--- config.mk ---
export PLATFORM = sky130hd
export DESIGN_NAME = csg_cordic_stage
export DESIGN_NICKNAME = d
export VERILOG_FILES = /design/src/hw/rtl/csg_pkg.sv /design/src/hw/rtl/csg_cordic_stage.sv
export SDC_FILE = /design/constraint.sdc
export NUM_CORES = 1
export LEC_CHECK = 0
export BUFFER_PORTS_ARGS = -buffer_cell sky130_fd_sc_hd__clkbuf_2
export CELL_PAD_IN_SITES_DETAIL_PLACEMENT = 0
export CELL_PAD_IN_SITES_GLOBAL_PLACEMENT = 1
export CORE_AREA = 4 4 201 203
export DETAILED_ROUTE_END_ITERATION = 8
export DIE_AREA = 0 0 205 207
export PLACE_DENSITY = 0.65
export RECOVER_POWER = 100
export REMOVE_ABC_BUFFERS = 1
export SYNTH_ARGS = -nofsm -noshare
export SYNTH_HDL_FRONTEND = slang
export SYNTH_SLANG_ARGS = --single-unit
--- constraint.sdc ---
create_clock -name clk -period 1 [get_ports clk]
set_input_delay 0.15 -clock clk [delete_from_list [all_inputs] [get_ports clk]]
set_output_delay 0.15 -clock clk [all_outputs]
set_load 0.03 [all_outputs]
--- src/hw/rtl/csg_pkg.sv ---
// ----------------------------------------------------------------------------
// csg_pkg
// Types, constants and helper functions for the cylinder sector point
// generator.
// ----------------------------------------------------------------------------
package csg_pkg;

	localparam int CORDIC_STAGES_DEF = 18;
	localparam int CFG_IDX_W = 3;
	localparam int CFG_DATA_W = 32;

	localparam logic [CFG_IDX_W-1:0] REG_ORIGIN_X = 3'd0;
	localparam logic [CFG_IDX_W-1:0] REG_ORIGIN_Y = 3'd1;
	localparam logic [CFG_IDX_W-1:0] REG_ORIGIN_Z = 3'd2;
	localparam logic [CFG_IDX_W-1:0] REG_INNER_RADIUS = 3'd3;
	localparam logic [CFG_IDX_W-1:0] REG_OUTER_RADIUS = 3'd4;
	localparam logic [CFG_IDX_W-1:0] REG_START_ANGLE = 3'd5;
	localparam logic [CFG_IDX_W-1:0] REG_END_ANGLE = 3'd6;
	localparam logic [CFG_IDX_W-1:0] REG_AXIAL_HEIGHT = 3'd7;

	localparam logic [16:0] FRAC_ONE = 17'd65536;
	localparam logic signed [29:0] DEG360 = 30'sd23592960;
	localparam logic signed [29:0] DEG270 = 30'sd17694720;
	localparam logic signed [29:0] DEG180 = 30'sd11796480;
	localparam logic signed [29:0] DEG90 = 30'sd5898240;
	localparam logic signed [31:0] GAIN_Q30 = 32'sd652032874;
	localparam logic [63:0] KDEG_Q24 = 64'd961263669;

	localparam logic [31:0] ATAN_HEAD [14] = '{
		32'd754974720, 32'd445687602, 32'd235489088, 32'd119537938, 32'd60000934,
		32'd30029717, 32'd15018523, 32'd7509720, 32'd3754917, 32'd1877466,
		32'd938734, 32'd469367, 32'd234684, 32'd117342
	};

	typedef struct packed {
		logic [16:0] angle_fraction;
		logic [16:0] radial_fraction;
		logic [16:0] axial_fraction;
	} csg_in_t;

	typedef struct packed {
		logic signed [31:0] point_x;
		logic signed [31:0] point_y;
		logic signed [31:0] point_z;
	} csg_out_t;

	typedef struct packed {
		logic signed [31:0] origin_x;
		logic signed [31:0] origin_y;
		logic signed [31:0] origin_z;
		logic [30:0] inner_radius;
		logic [30:0] outer_radius;
		logic signed [26:0] start_angle;
		logic signed [26:0] end_angle;
		logic signed [31:0] axial_height;
	} csg_cfg_t;

	typedef struct packed {
		logic signed [31:0] x;
		logic signed [31:0] y;
		logic signed [31:0] z;
		logic neg;
		logic signed [31:0] radius;
		logic signed [31:0] pz;
	} csg_rot_t;

	function automatic logic [31:0] csg_atan(input int i);
		logic [63:0] v;
		v = 64'd0;
		if (i < 14) begin
			return ATAN_HEAD[i];
		end
		v = (KDEG_Q24 + (64'd1 << (i - 1))) >> i;
		return v[31:0];
	endfunction

	function automatic logic signed [31:0] csg_sat32(input logic signed [33:0] v);
		if (v > 34'sd2147483647) begin
			return 32'sh7fffffff;
		end
		if (v < -34'sd2147483648) begin
			return 32'sh80000000;
		end
		return v[31:0];
	endfunction

	function automatic logic [16:0] csg_frac(input logic [16:0] v);
		return (v > FRAC_ONE) ? FRAC_ONE : v;
	endfunction

endpackage

--- src/hw/rtl/csg_cordic_stage.sv ---
// ----------------------------------------------------------------------------
// csg_cordic_stage
// One rotation-mode CORDIC iteration with its pipeline register.
// ----------------------------------------------------------------------------
module csg_cordic_stage #(
	parameter int IDX = 0
) (
	input  logic              clk,
	input  logic              arst_n,
	input  logic              en,
	input  logic              in_valid,
	input  csg_pkg::csg_rot_t in_data,
	output logic              out_valid,
	output csg_pkg::csg_rot_t out_data
);
	import csg_pkg::*;

	localparam logic signed [31:0] ATAN = $signed(csg_atan(IDX));

	logic     valid_s1;
	csg_rot_t rot_s1;
	csg_rot_t nxt;
	logic signed [31:0] dx, dy;

	assign dx = in_data.y >>> IDX;
	assign dy = in_data.x >>> IDX;

	always_comb begin
		nxt = in_data;
		if (in_data.z >= 32'sd0) begin
			nxt.x = in_data.x - dx;
			nxt.y = in_data.y + dy;
			nxt.z = in_data.z - ATAN;
		end else begin
			nxt.x = in_data.x + dx;
			nxt.y = in_data.y - dy;
			nxt.z = in_data.z + ATAN;
		end
	end

	always_ff @(posedge clk or negedge arst_n) begin
		if (!arst_n) begin
			valid_s1 <= 1'b0;
		end else if (en) begin
			valid_s1 <= in_valid;
		end
	end

	always_ff @(posedge clk) begin
		if (en) begin
			rot_s1 <= nxt;
		end
	end

	assign out_valid = valid_s1;
	assign out_data = rot_s1;

endmodule

**Word level (Yosys, flattened, before mapping)**

Index checks and enable logic that the tools add are counted.

- $add $sub $neg: 5
- Order comparisons: 1
- Mux-type cells: 1

Operator list:

| cell | count |
|---|---|
| 2-to-1 mux 96 bit | 1 |
| subtractor 32 bit | 2 |
| adder 32 x 31 -> 32 bit (second input constant) | 1 |
| adder 32 bit | 1 |
| >= comparator 32 x 1 -> 1 bit (second input constant) | 1 |
| subtractor 32 x 31 -> 32 bit (second input constant) | 1 |

- Register bits: 162
- Input port bits: 165
- Logic and storage cells: 14

**Logic depth before layout (Yosys ltp)**

- Word-level depth: 2
- Mapped depth: 13

**Worst setup path after synthesis**

OpenSTA, ideal clock, no wires.

- Path type: input to register
- From: input in_data[97] (netlist bit)
- To: register rot_s1 (netlist bit out_data[127]) (data pin)
- Library setup time: 0.259 ns
- Arrival time: 2.457 ns
- Data required time: 0.741 ns
- Path slack: -1.716 ns
- Stages on the path: 11
- Path buffers: 0
- Cell sequence: ha_1 -> fa_1 -> nor2b_1 -> o311a_1 -> a31o_2 -> and4bb_2 -> or2_2 -> o21ai_0 -> a311oi_1 -> o22ai_1 -> xnor2_1

RTL lines:

| item | line | RTL |
|---|---|---|
| start, declared | csg_cordic_stage.sv:12 | `input csg_pkg::csg_rot_t in_data,` |
| end signal, assigned | csg_cordic_stage.sv:51 | `rot_s1 <= nxt;` |
| end, declared | csg_cordic_stage.sv:21 | `csg_rot_t rot_s1;` |

==> results_dict.tcl <==
set metrics [dict create \
    cts_tree "yes" \
    setup_violations 228 \
    worstSetupStartpoint "in_data[129]" \
    path_max_fanout 3 \
    die_area_sq_mm 0.0424 \
    vias 11300 \
    synthSimpleGateAreaFrac 0.108 \
    wl_per_cell_um 19.4 \
    synth-seq-area-share 0.450 \
    r2r-end "out_valid" \
    antenna_found_initial 3 \
    netlist_area_sq_mm 0.0107 \
    grt_pass1_wl_mm 66.9 \
    status "finished, violations left" \
    critPathKind "input pin to flop" \
    hpwl_mm 33.9 \
    synth.distinct_cells 78 \
    clk_latency_ns 0.44 \
    grt_usage 0.201 \
    power.density_mw_per_mm2 1330 \
    power_mw 27.6 \
    synth-main-ff-cell "edfxtp_1" \
    crit_required_ns 1.19 \
    synth_top_family_by_area "compound AO/OA/AOI/OAI gates" \
    failed_checks "negative setup slack" \
    start_kind "input pin" \
    reg2reg_from "out_valid" \
    drtPass1Iterations 5 \
    yosysWarnings 0 \
    power.leakage_nw 9.12 \
    fp.dieW_um 205 \
    fmax_ghz 0.390 \
    dieHeight_um 207 \
    drt_iter0_markers 570 \
    yosys.area_share.adder 0.127 \
    worst_pin_slew_ns 0.561 \
    clock_tree.root_cell "clkbuf_16" \
    cts_buffers 17 \
    drc_errors 0 \
    finalWirelength_mm 46.3 \
    vdd_drop_max_uv 1170 \
    ant_nets 0 \
    avgSynthCellArea_sq_um 10.3 \
    place_congestion 0.935 \
    io_pins 327 \
    area_growth_pct 93.4 \
    clk_pin_slew_ns 0.07 \
    slew_headroom 0.626 \
    core_area_sq_mm 0.0385 \
    viasPerCell 4.74 \
    ys_seq_elements 161 \
    slew_violations 0 \
    synth.area.mux_share 0.0123 \
    hold_violations 0 \
    grt_setup_unrepaired "true" \
    synth_edf_count 160 \
    whs_ns 0.0147 \
    grt_overflow 0 \
    max_cap_violations 0 \
    io_buffers 326 \
    initial_core_util 0.279 \
    finalCritPeriodShare 2.56 \
    period_needed_ns 2.56 \
    async_flop_share 0.00621 \
    synth_compound_area_frac 0.197 \
    final_core_util 0.539 \
    syn_inst 1043 \
    grt_max_degree 45 \
    crit_path_end_kind "flop" \
    synth-xor-area-share 0.0555 \
    fin_nets 2118 \
    r2r_slack_ns 0.22 \
    htreeDepth 4 \
    num_rows 72 \
    grt_pass1_vias 11600 \
    hold_class "input pin to asynchronous set/reset pin" \
    layout_setup_ws_ns -1.56 \
    clockBufferDepth 2 \
    rr_worst_depth 1 \
    post_route_cells_drive_above_1_share 0.540 \
    cp-endpoint "out_data[127]" \
    cts_sinks 161 \
    arrival_ns 2.75 \
    finClkSkew_ns 0 \
]
layout make-up:
cell class              count  area [sq um]
flip-flops and latches    161          4830
clock buffers              17           425
well taps                 518           648
inverters                  93           359
repair buffers            827          7370
clock inverters            15           166
multi-input cells         746          6930
fillers                  3306         17700
diodes                      2          5.00
kinds of logic after synthesis:
family / after synthesis
AO/OA/AOI/OAI: 314
XOR/XNOR: 68
adder cells (fa/ha/maj): 107
buffers and inverters: 136
flip-flops: 161
multiplexers: 13
AND/OR/NAND/NOR: 244
worst min-delay path by stage:
stage	end	slack, ns
after global placement	out_valid	-0.08
after global routing	out_valid	0.01
after detailed placement	out_valid	-0.07
final	out_valid	0.01
after CTS	out_valid	0.004
after floorplan	out_valid	-0.15
power by group:
part	internal (mW)	switching, mW	total, mW
combinational	5.98	6.17	12.1
sequential	8.46	0.453	8.91
clock	3.36	3.23	6.59
synth_stat cells (4+ instances only):
cell type  number  area share
o21ai_1         4      0.0019
a31oi_1         7      0.0041
a211oi_1       10      0.0070
a21oi_1       110       0.051
mux2i_1        12       0.011
o22ai_1         7      0.0041
nand2b_1       11      0.0064
a211o_1         4      0.0033
o221ai_1        5      0.0041
o211ai_1       11      0.0077
inv_1          91       0.032
nor2b_1        11      0.0064
and2_1          4      0.0023
nand2_1        60       0.021
nand4_1         8      0.0047
o41ai_1         4      0.0033
nand3b_1        5      0.0035
o21ba_2         5      0.0047
xor2_1         14       0.011
ha_1          104        0.12
a21o_1         30       0.021
o21bai_1       13      0.0091
buf_1           7      0.0025
nor4_1          5      0.0029
buf_2           8      0.0037
nor3_1         25       0.012
nand3_1        16      0.0075
clkbuf_1       25      0.0088
o21a_1          5      0.0035
or2_2           5      0.0029
xnor2_1        54       0.044
o21ai_0        51       0.024
nor2_1         79       0.028
o31ai_1         9      0.0063
edfxtp_1      160        0.45
cell usage in the layout, fill, tap and decap left out, types with 7 or more instances in the layout:
cell	instances
a21o_1	30
a21oi_1	68
a21oi_2	37
a21oi_4	7
buf_12	10
buf_4	352
buf_6	64
buf_8	37
clkbuf_1	16
clkbuf_16	19
clkbuf_2	143
clkbuf_8	109
dlygate4sd3_1	91
edfxtp_1	160
ha_1	64
ha_2	12
ha_4	28
inv_1	77
inv_2	12
nand2_1	54
nand2b_1	9
nand3_1	12
nand4_1	8
nor2_1	59
nor2_2	11
nor2_4	9
nor2b_4	7
nor3_1	19
o211ai_1	11
o21ai_0	20
o21ai_1	15
o21ai_2	15
o21bai_1	12
xnor2_1	44
xnor2_2	10
xor2_1	12
per-layer routing:
layer / up-vias / GRT usage / wire length [um] / share of wire
met5: - / 0 / 13 / 0.00028
met4: 2 / 0.0663 / 1150 / 0.025
met3: 70 / 0.0336 / 2910 / 0.063
met2: 357 / 0.355 / 23100 / 0.50
met1: 5462 / 0.248 / 19000 / 0.41
li1: 5388 / - / - / -
sequential cells by signal, indices dropped and copies added, names as in the netlist:
signal / flops
out_data: 160
out_valid: 1
repair_timing:
action                                 4_1_cts  5_1_grt
pin swaps                                  108      142
gates resized for setup                    519      286
buffers inserted                            18       40
endpoints found under the hold margin       91        0
setup endpoints to repair                  228      227
hold buffers                                91        0
worst max-delay path, stage by stage:
cell	delay, ns
clkbuf_16	0.13
buf_6	0.11
ha_4	0.15
fa_2	0.34
nor2b_4	0.14
o311a_1	0.33
a31o_2	0.23
and4bb_2	0.36
or2_4	0.17
o21ai_4	0.08
a311oi_2	0.29
o22ai_1	0.14
xnor2_1	0.13
through the flow:
stage	setup TNS, ns	instances	cell area, sq um	setup slack [ns]
after floorplan	-76.46	1000	10500	-1.72
after global placement	-107.28	2214	15700	-2.25
after detailed placement	-107.74	2214	15700	-2.27
after CTS	-94.13	2352	19600	-1.57
after global routing	-102.04	2379	20700	-1.63
final	-92.67	2379	20700	-1.56
(Power assumes the default switching activity.)
