`src/hw/rtl/csg_pkg.sv`:
```
// ----------------------------------------------------------------------------
// csg_pkg
// Types, constants and helper functions for the cylinder sector point
// generator.
// ----------------------------------------------------------------------------
package csg_pkg;

	localparam int CORDIC_STAGES_DEF = 18;
	localparam int CFG_IDX_W = 3;
	localparam int CFG_DATA_W = 32;

	localparam logic [CFG_IDX_W-1:0] REG_ORIGIN_X = 3'd0;
	localparam logic [CFG_IDX_W-1:0] REG_ORIGIN_Y = 3'd1;
	localparam logic [CFG_IDX_W-1:0] REG_ORIGIN_Z = 3'd2;
	localparam logic [CFG_IDX_W-1:0] REG_INNER_RADIUS = 3'd3;
	localparam logic [CFG_IDX_W-1:0] REG_OUTER_RADIUS = 3'd4;
	localparam logic [CFG_IDX_W-1:0] REG_START_ANGLE = 3'd5;
	localparam logic [CFG_IDX_W-1:0] REG_END_ANGLE = 3'd6;
	localparam logic [CFG_IDX_W-1:0] REG_AXIAL_HEIGHT = 3'd7;

	localparam logic [16:0] FRAC_ONE = 17'd65536;
	localparam logic signed [29:0] DEG360 = 30'sd23592960;
	localparam logic signed [29:0] DEG270 = 30'sd17694720;
	localparam logic signed [29:0] DEG180 = 30'sd11796480;
	localparam logic signed [29:0] DEG90 = 30'sd5898240;
	localparam logic signed [31:0] GAIN_Q30 = 32'sd652032874;
	localparam logic [63:0] KDEG_Q24 = 64'd961263669;

	localparam logic [31:0] ATAN_HEAD [14] = '{
		32'd754974720, 32'd445687602, 32'd235489088, 32'd119537938, 32'd60000934,
		32'd30029717, 32'd15018523, 32'd7509720, 32'd3754917, 32'd1877466,
		32'd938734, 32'd469367, 32'd234684, 32'd117342
	};

	typedef struct packed {
		logic [16:0] angle_fraction;
		logic [16:0] radial_fraction;
		logic [16:0] axial_fraction;
	} csg_in_t;

	typedef struct packed {
		logic signed [31:0] point_x;
		logic signed [31:0] point_y;
		logic signed [31:0] point_z;
	} csg_out_t;

	typedef struct packed {
		logic signed [31:0] origin_x;
		logic signed [31:0] origin_y;
		logic signed [31:0] origin_z;
		logic [30:0] inner_radius;
		logic [30:0] outer_radius;
		logic signed [26:0] start_angle;
		logic signed [26:0] end_angle;
		logic signed [31:0] axial_height;
	} csg_cfg_t;

	typedef struct packed {
		logic signed [31:0] x;
		logic signed [31:0] y;
		logic signed [31:0] z;
		logic neg;
		logic signed [31:0] radius;
		logic signed [31:0] pz;
	} csg_rot_t;

	function automatic logic [31:0] csg_atan(input int i);
		logic [63:0] v;
		v = 64'd0;
		if (i < 14) begin
			return ATAN_HEAD[i];
		end
		v = (KDEG_Q24 + (64'd1 << (i - 1))) >> i;
		return v[31:0];
	endfunction

	function automatic logic signed [31:0] csg_sat32(input logic signed [33:0] v);
		if (v > 34'sd2147483647) begin
			return 32'sh7fffffff;
		end
		if (v < -34'sd2147483648) begin
			return 32'sh80000000;
		end
		return v[31:0];
	endfunction

	function automatic logic [16:0] csg_frac(input logic [16:0] v);
		return (v > FRAC_ONE) ? FRAC_ONE : v;
	endfunction

endpackage

```
`src/hw/rtl/csg_front.sv`:
```
// ----------------------------------------------------------------------------
// csg_front
// Interpolation of angle, radius and z, angle reduction and quadrant fold.
// ----------------------------------------------------------------------------
module csg_front (
	input  logic              clk,
	input  logic              arst_n,
	input  logic              en,
	input  logic              in_valid,
	input  csg_pkg::csg_in_t  in_data,
	input  csg_pkg::csg_cfg_t cfg,
	output logic              out_valid,
	output csg_pkg::csg_rot_t out_data
);
	import csg_pkg::*;

	logic               valid_s1, valid_s2, valid_s3;
	logic signed [45:0] aprod_s1;
	logic signed [49:0] rprod_s1, zprod_s1;
	logic signed [27:0] ang_s2;
	logic signed [31:0] radius_s2, pz_s2;
	csg_rot_t           rot_s3;

	logic signed [27:0] adiff;
	logic signed [31:0] rdiff;
	logic signed [33:0] zsum;
	logic signed [29:0] av, red, cand, fold;
	logic               neg;

	assign adiff = 28'(cfg.end_angle) - 28'(cfg.start_angle);
	assign rdiff = $signed({1'b0, cfg.outer_radius}) - $signed({1'b0, cfg.inner_radius});

	always_ff @(posedge clk or negedge arst_n) begin
		if (!arst_n) begin
			valid_s1 <= 1'b0;
			valid_s2 <= 1'b0;
			valid_s3 <= 1'b0;
		end else if (en) begin
			valid_s1 <= in_valid;
			valid_s2 <= valid_s1;
			valid_s3 <= valid_s2;
		end
	end

	assign zsum = 34'(cfg.origin_z) + 34'((zprod_s1 + 50'sd32768) >>> 16);

	always_comb begin
		av = 30'(ang_s2);
		red = av;
		for (int k = -2; k <= 3; k++) begin
			cand = av + 30'(k) * DEG360;
			if (cand >= 30'sd0 && cand < DEG360) begin
				red = cand;
			end
		end
		neg = 1'b0;
		fold = red;
		if (red > DEG90 && red < DEG270) begin
			fold = red - DEG180;
			neg = 1'b1;
		end else if (red >= DEG270) begin
			fold = red - DEG360;
		end
	end

	always_ff @(posedge clk) begin
		if (en) begin
			aprod_s1 <= adiff * $signed({1'b0, csg_frac(in_data.angle_fraction)});
			rprod_s1 <= rdiff * $signed({1'b0, csg_frac(in_data.radial_fraction)});
			zprod_s1 <= cfg.axial_height * $signed({1'b0, csg_frac(in_data.axial_fraction)});
			ang_s2 <= 28'(cfg.start_angle) + 28'((aprod_s1 + 46'sd32768) >>> 16);
			radius_s2 <= $signed({1'b0, cfg.inner_radius})
				+ 32'((rprod_s1 + 50'sd32768) >>> 16);
			pz_s2 <= csg_sat32(zsum);
			rot_s3.x <= GAIN_Q30;
			rot_s3.y <= 32'sd0;
			rot_s3.z <= 32'(fold) <<< 8;
			rot_s3.neg <= neg;
			rot_s3.radius <= radius_s2;
			rot_s3.pz <= pz_s2;
		end
	end

	assign out_valid = valid_s3;
	assign out_data = rot_s3;

endmodule

```
`config.mk`:
```
export PLATFORM = sky130hd
export DESIGN_NAME = csg_front
export DESIGN_NICKNAME = d
export VERILOG_FILES = /design/src/hw/rtl/csg_pkg.sv /design/src/hw/rtl/csg_front.sv
export SDC_FILE = /design/constraint.sdc
export NUM_CORES = 2
export LEC_CHECK = 0
export BUFFER_PORTS_ARGS = -buffer_cell sky130_fd_sc_hd__buf_2
export CORE_ASPECT_RATIO = 0.7
export CORE_UTILIZATION = 30
export DETAILED_ROUTE_END_ITERATION = 10
export PLACE_DENSITY = 0.52
export SYNTH_ARGS = -nofsm -noshare
export SYNTH_HDL_FRONTEND = slang
export SYNTH_SLANG_ARGS = --single-unit
```
`constraint.sdc`:
```
create_clock -name clk -period 8.72 [get_ports clk]
set_input_delay 0.436 -clock clk [delete_from_list [all_inputs] [get_ports clk]]
set_output_delay 0.436 -clock clk [all_outputs]
set_load 0.01 [all_outputs]
```
## Word level (Yosys, flattened, before mapping)

Index checks and enable logic that the tools add are counted.
Widths: inputs -> output; s select.

| word-level totals | value |
|---|---|
| register bits | 326 |
| bits of input ports | 299 |
| output and inout bits | 162 |
| logic and storage cells | 79 |

| cells by class | value |
|---|---|
| add/subtract/negate cells | 15 |
| $mul | 3 |
| magnitude comparators | 20 |
| mux-type cells | 21 |
| reduce and logical (&&, ||, !) cells | 7 |

Operator list:

| kind | count |
|---|---|
| $mux 30 | 6 |
| $ge 29x1->1 const B | 5 |
| $lt 29x26->1 const B | 5 |
| $mux 32 | 4 |
| $add 28x26->29 const B | 2 |
| $add 28x27->29 const B | 2 |
| $gt 17x17->1 const B | 3 |
| $mux 17 | 3 |
| $add 50x17->50 const B | 1 |
| $mul 32x18->50 | 1 |
| $add 48x17->48 const B | 1 |
| $mul 32x18->48 | 1 |
| $mux 24 | 2 |
| $sub 24x24->24 const B | 2 |
| $add 44x17->44 const B | 1 |
| $mul 28x18->44 | 1 |
| $add 32x34->34 | 1 |
| $gt 34x32->1 const B | 1 |
| $lt 34x32->1 const B | 1 |
| $add 32x32->32 | 1 |
| $sub 31x31->32 | 1 |
| $ge 30x26->1 const B | 1 |
| $gt 30x24->1 const B | 1 |
| $lt 30x26->1 const B | 1 |
| 7 further kinds | 18 |

## Longest topological paths before layout

| logic depth | value |
|---|---|
| depth after elaboration | 12 |
| gate-level depth with buffers | 37 |

## Worst setup path after synthesis

No wires, ideal clock.

| path | value |
|---|---|
| path type | input to register |
| start | in cfg[32] in the netlist's numbering |
| end | reg aprod_s1[43] (data pin) |
| library setup time | 0.260 ns |
| data arrival time | 9.418 ns |
| data required time | 8.460 ns |
| setup slack | -0.958 ns |
| stages | 37 |
| path buffers | 1 |
| path through | inv_1 > ha_1 > fa_1 > nor2b_1 > o21a_1 > o21ai_0 > a2111oi_0 > o41ai_1 > o21bai_1 > a21oi_1 > o21bai_1 > a21oi_1 > xor2_1 > clkbuf_1 > nor2_1 > fa_1 > inv_1 > fa_1 > fa_1 > inv_1 > fa_1 > fa_1 > inv_1 > fa_1 > inv_1 > ha_1 > o21a_1 > a2111oi_2 > nor2_1 > o311ai_1 > o21ai_1 > a221o_1 > or4_1 > a31o_2 > a21oi_1 > xnor2_1 > xnor2_1 |

| between the ends | value |
|---|---|
| word-level cells in the longest chain between the ends | 2 |

Ends and longest elaborated chain:

| element | line | text |
|---|---|---|
| start, declared | csg_front.sv:11 | `input csg_pkg::csg_cfg_t cfg,` |
| $sub 27x27->28 | csg_front.sv:30 | `assign adiff = 28'(cfg.end_angle) - 28'(cfg.start_angle);` |
| $mul 28x18->44 | csg_front.sv:68 | `aprod_s1 <= adiff * $signed({1'b0, csg_frac(in_data.angle_fraction)});` |
| end signal, assigned | csg_front.sv:68 |  |
| end, declared | csg_front.sv:18 | `logic signed [45:0] aprod_s1;` |

Every way passes these cells.
A chain may end at the register's enable or synchronous reset.

## Worst setup path in the final report

Ends and elaborated chain as after synthesis.

==> impl_metrics.json <==
{
  "core_sq_um": 237000,
  "path_class": "in2reg",
  "hold_end": "valid_s1",
  "clockRootBuffer": "clkbuf_16",
  "htree_levels": 2,
  "worst_pin_slew_ns": 1.16,
  "clk_pin_slew_ns": 0.05,
  "fin_worst_skew_ns": 0.0349,
  "clk_latency_ns": 0.63,
  "place_area_sq_um": 81600,
  "synth-compound-area-share_pct": 6.83,
  "grtUsageTotal_pct": 18.7,
  "ys_types": 99,
  "crit_top_cell": "fa_1",
  "yosysTopAreaCell": "fa_1",
  "initial_core_util_pct": 30.4,
  "ys_seq_area_share_pct": 11.7,
  "netlist.area_leader.share_pct": 41.1,
  "fp.dieH_um": 412,
  "fp.dieW_um": 587,
  "clock-sinks": 281,
  "hold_path.class": "in2reg",
  "r2r_start": "zprod_s1[17]",
  "fin_crit_ns": 8.83,
  "post_synth_and_or_nand_nor_area_fraction_pct": 14.5,
  "drtIter0Drc": 3672,
  "slew_headroom_pct": 22.3,
  "synth.area.mux_share_pct": 0.172,
  "row_count": 149,
  "synth_enable_flop_cells": 278,
  "worstHoldPathCells": 2,
  "drv_cap": 0,
  "routabilityCongestion": 0.940,
  "ys.flop_type": "edfxtp_1",
  "drt_drc_violations_left": 0,
  "syn_to_final_growth_pct": 15.8,
  "die_area_sq_um": 242000,
  "setup_violations": 2,
  "worst_ep_required_time_ns": 9.05,
  "fmax_mhz": 113,
  "violations": "setup timing",
  "dr.pass1.iters": 5,
  "stdcell_count": 12000,
  "cp_data_arrival_time_ns": 9.17,
  "critical_path.max_fanout": 3,
  "pin_count": 461,
  "clk_path_buf_depth": 3,
  "postRouteAntennaNets": 0,
  "drive_gt1_share_pct": 13.8,
  "overflow": 0,
  "regToRegSetupSlack_ns": 2.87,
  "cpMaxStageDelayCell": "fa_2",
  "status": "finished with violations",
  "synth_top_family_by_area": "adder cells",
  "placed_cells_incl_taps": 11900,
  "fillerInstances": 24500,
  "final_common_cell": "inv_1",
  "reg2reg_to": "pz_s2[12]",
  "start_kind": "primary input",
  "final_cell_area_sq_um": 83300,
  "synth_area_sq_um": 71900,
  "grt_first_pass_wirelength_mm": 350,
  "dp_hpwl_mm": 191,
  "async_reset_ff_share_pct": 1.07,
  "worst_slack_ns": -0.112,
  "io_buffers": 324,
  "ys_ff_latch": 281,
  "syn_inst": 8037,
  "avgSynthCellArea_sq_um": 8.95,
  "vias_per_cell": 4.64,
  "final.period_utilization_pct": 101,
  "min-delay-start": "in_valid",
  "rsz0062_at_grt": "true",
  "cpPeakStageDelay_ns": 0.59,
  "cts_tree": "built",
  "final_cell_mix": "inv_1 (1941), fa_1 (1468), nand2_1 (1088), buf_4 (676), nor2_1 (612)",
  "yosys.area_share.xor_xnor_pct": 4.43,
  "grt_start_max_net_pins": 132,
  "drt-total-wl_mm": 223,
  "worstRegToRegCells": 18,
  "report.final.slew_viol_count": 0,
  "cts_buffers": 40,
  "hold_viol": 0,
  "critPathCaptureType": "flop",
  "synth-warning-count": 0,
  "synthTopCellsByArea": "fa_1 (41%), edfxtp_1 (12%), inv_1 (10%), ha_1 (8.6%), nand2_1 (5.7%)",
  "drt-wirelength-per-cell_um": 18.5,
  "grt_pass1_vias": 58700,
  "synthAdderAreaFrac_pct": 49.7,
  "antenna_found_initial": 18,
  "fin_nets": 11100,
  "vias": 55700
}
metal layers:
metal	GRT usage [%]	share of wire, %	vias to the layer above
li1	-	-	25600
met1	28.2	49	28200
met2	27.4	41	1740
met3	3.78	8.0	189
met4	3.47	1.8	8
met5	0	0.023	-
worst max-delay path: cells and delay by family:
kind | cells | cell delay, ns
buffers and inverters | 9 | 0.79
AO/OA/AOI/OAI | 15 | 3.14
AND/OR/NAND/NOR | 4 | 0.73
adder cells (fa/ha/maj) | 9 | 3.68
XOR/XNOR | 3 | 0.36
state kept, by name (all words and copies together) (netlist names):
name and flops:
rprod_s1 33, valid_s2 1, out_data 89, valid_s1 1, out_valid 1, aprod_s1 29, ang_s2 28, zprod_s1 35
radius_s2 32, pz_s2 32
Yosys cell counts (52+ instances only):
cell	number
a21o_1	70
a21oi_1	187
and2_1	187
buf_4	75
clkbuf_1	250
edfxtp_1	278
fa_1	1478
ha_1	495
inv_1	1944
nand2_1	1089
nand2b_1	57
nand3_1	91
nor2_1	615
nor2b_1	83
nor3_1	52
o21a_1	62
o21ai_0	128
xnor2_1	244
xor2_1	120
per-stage QoR:
| stage | TNS (ns) | hold slack, ns | setup slack (ns) | utilization [%] |
|---|---|---|---|---|
| finish | -0.212 | 0.0714 | -0.112 | 35.1 |
| global route | -0.994 | 0.0451 | -0.438 | 35.1 |
| CTS | -0.103 | 0.00840 | -0.103 | 35.0 |
| detailed placement | -12.06 | 0.239 | -1.01 | 34.4 |
| global placement | -12.34 | 0.233 | -0.985 | 34.4 |
| floorplan | -0.227 | 0.140 | -0.215 | - |
logic make-up (layout without fill, tap and decap cells):
group | after synthesis | after routing
AOI/OAI and AO/OA | 725 | 725
DFF | 281 | 281
and+or+nand+nor | 2365 | 2365
xor gates and xnor gates | 364 | 364
other | 2 | 77
adders and majority gates | 1973 | 1973
muxes | 11 | 11
buffers and inverters | 2316 | 3041
worst max-delay path by stage:
stage / start / endpoint / slack, ns / cells after the start
after global routing: cfg[32] / aprod_s1[43] / -0.44 / 40
after detailed placement: cfg[32] / aprod_s1[43] / -1.01 / 41
after floorplan: cfg[32] / aprod_s1[43] / -0.21 / 37
after global placement: cfg[32] / aprod_s1[43] / -0.98 / 39
after CTS: cfg[32] / aprod_s1[43] / -0.10 / 41
final: cfg[32] / aprod_s1[43] / -0.11 / 40
timing repair:
action | CTS | global route
hold buffers | 1 | 0
setup endpoints to repair | 4 | 20
endpoints found under the hold margin | 3 | 0
setup buffers | 7 | 9
gates resized for setup | 22 | 53
pin swaps | 20 | 32
final cells by class:
class                   count  area [sq um]  area share, %
multi-input cells        5510         55200           66.2
flip-flops and latches    281          8420           10.1
inverters                1945          7310           8.78
repair buffers           1027          7200           8.65
well taps                3171          3970           4.76
clock buffers              46          1020           1.23
clock inverters            23           173          0.207
diodes                      5          12.5         0.0150
Power is left out: the tool's default activity adds up to more than one toggle a clock period on the data nets, which glitch-free logic cannot reach.
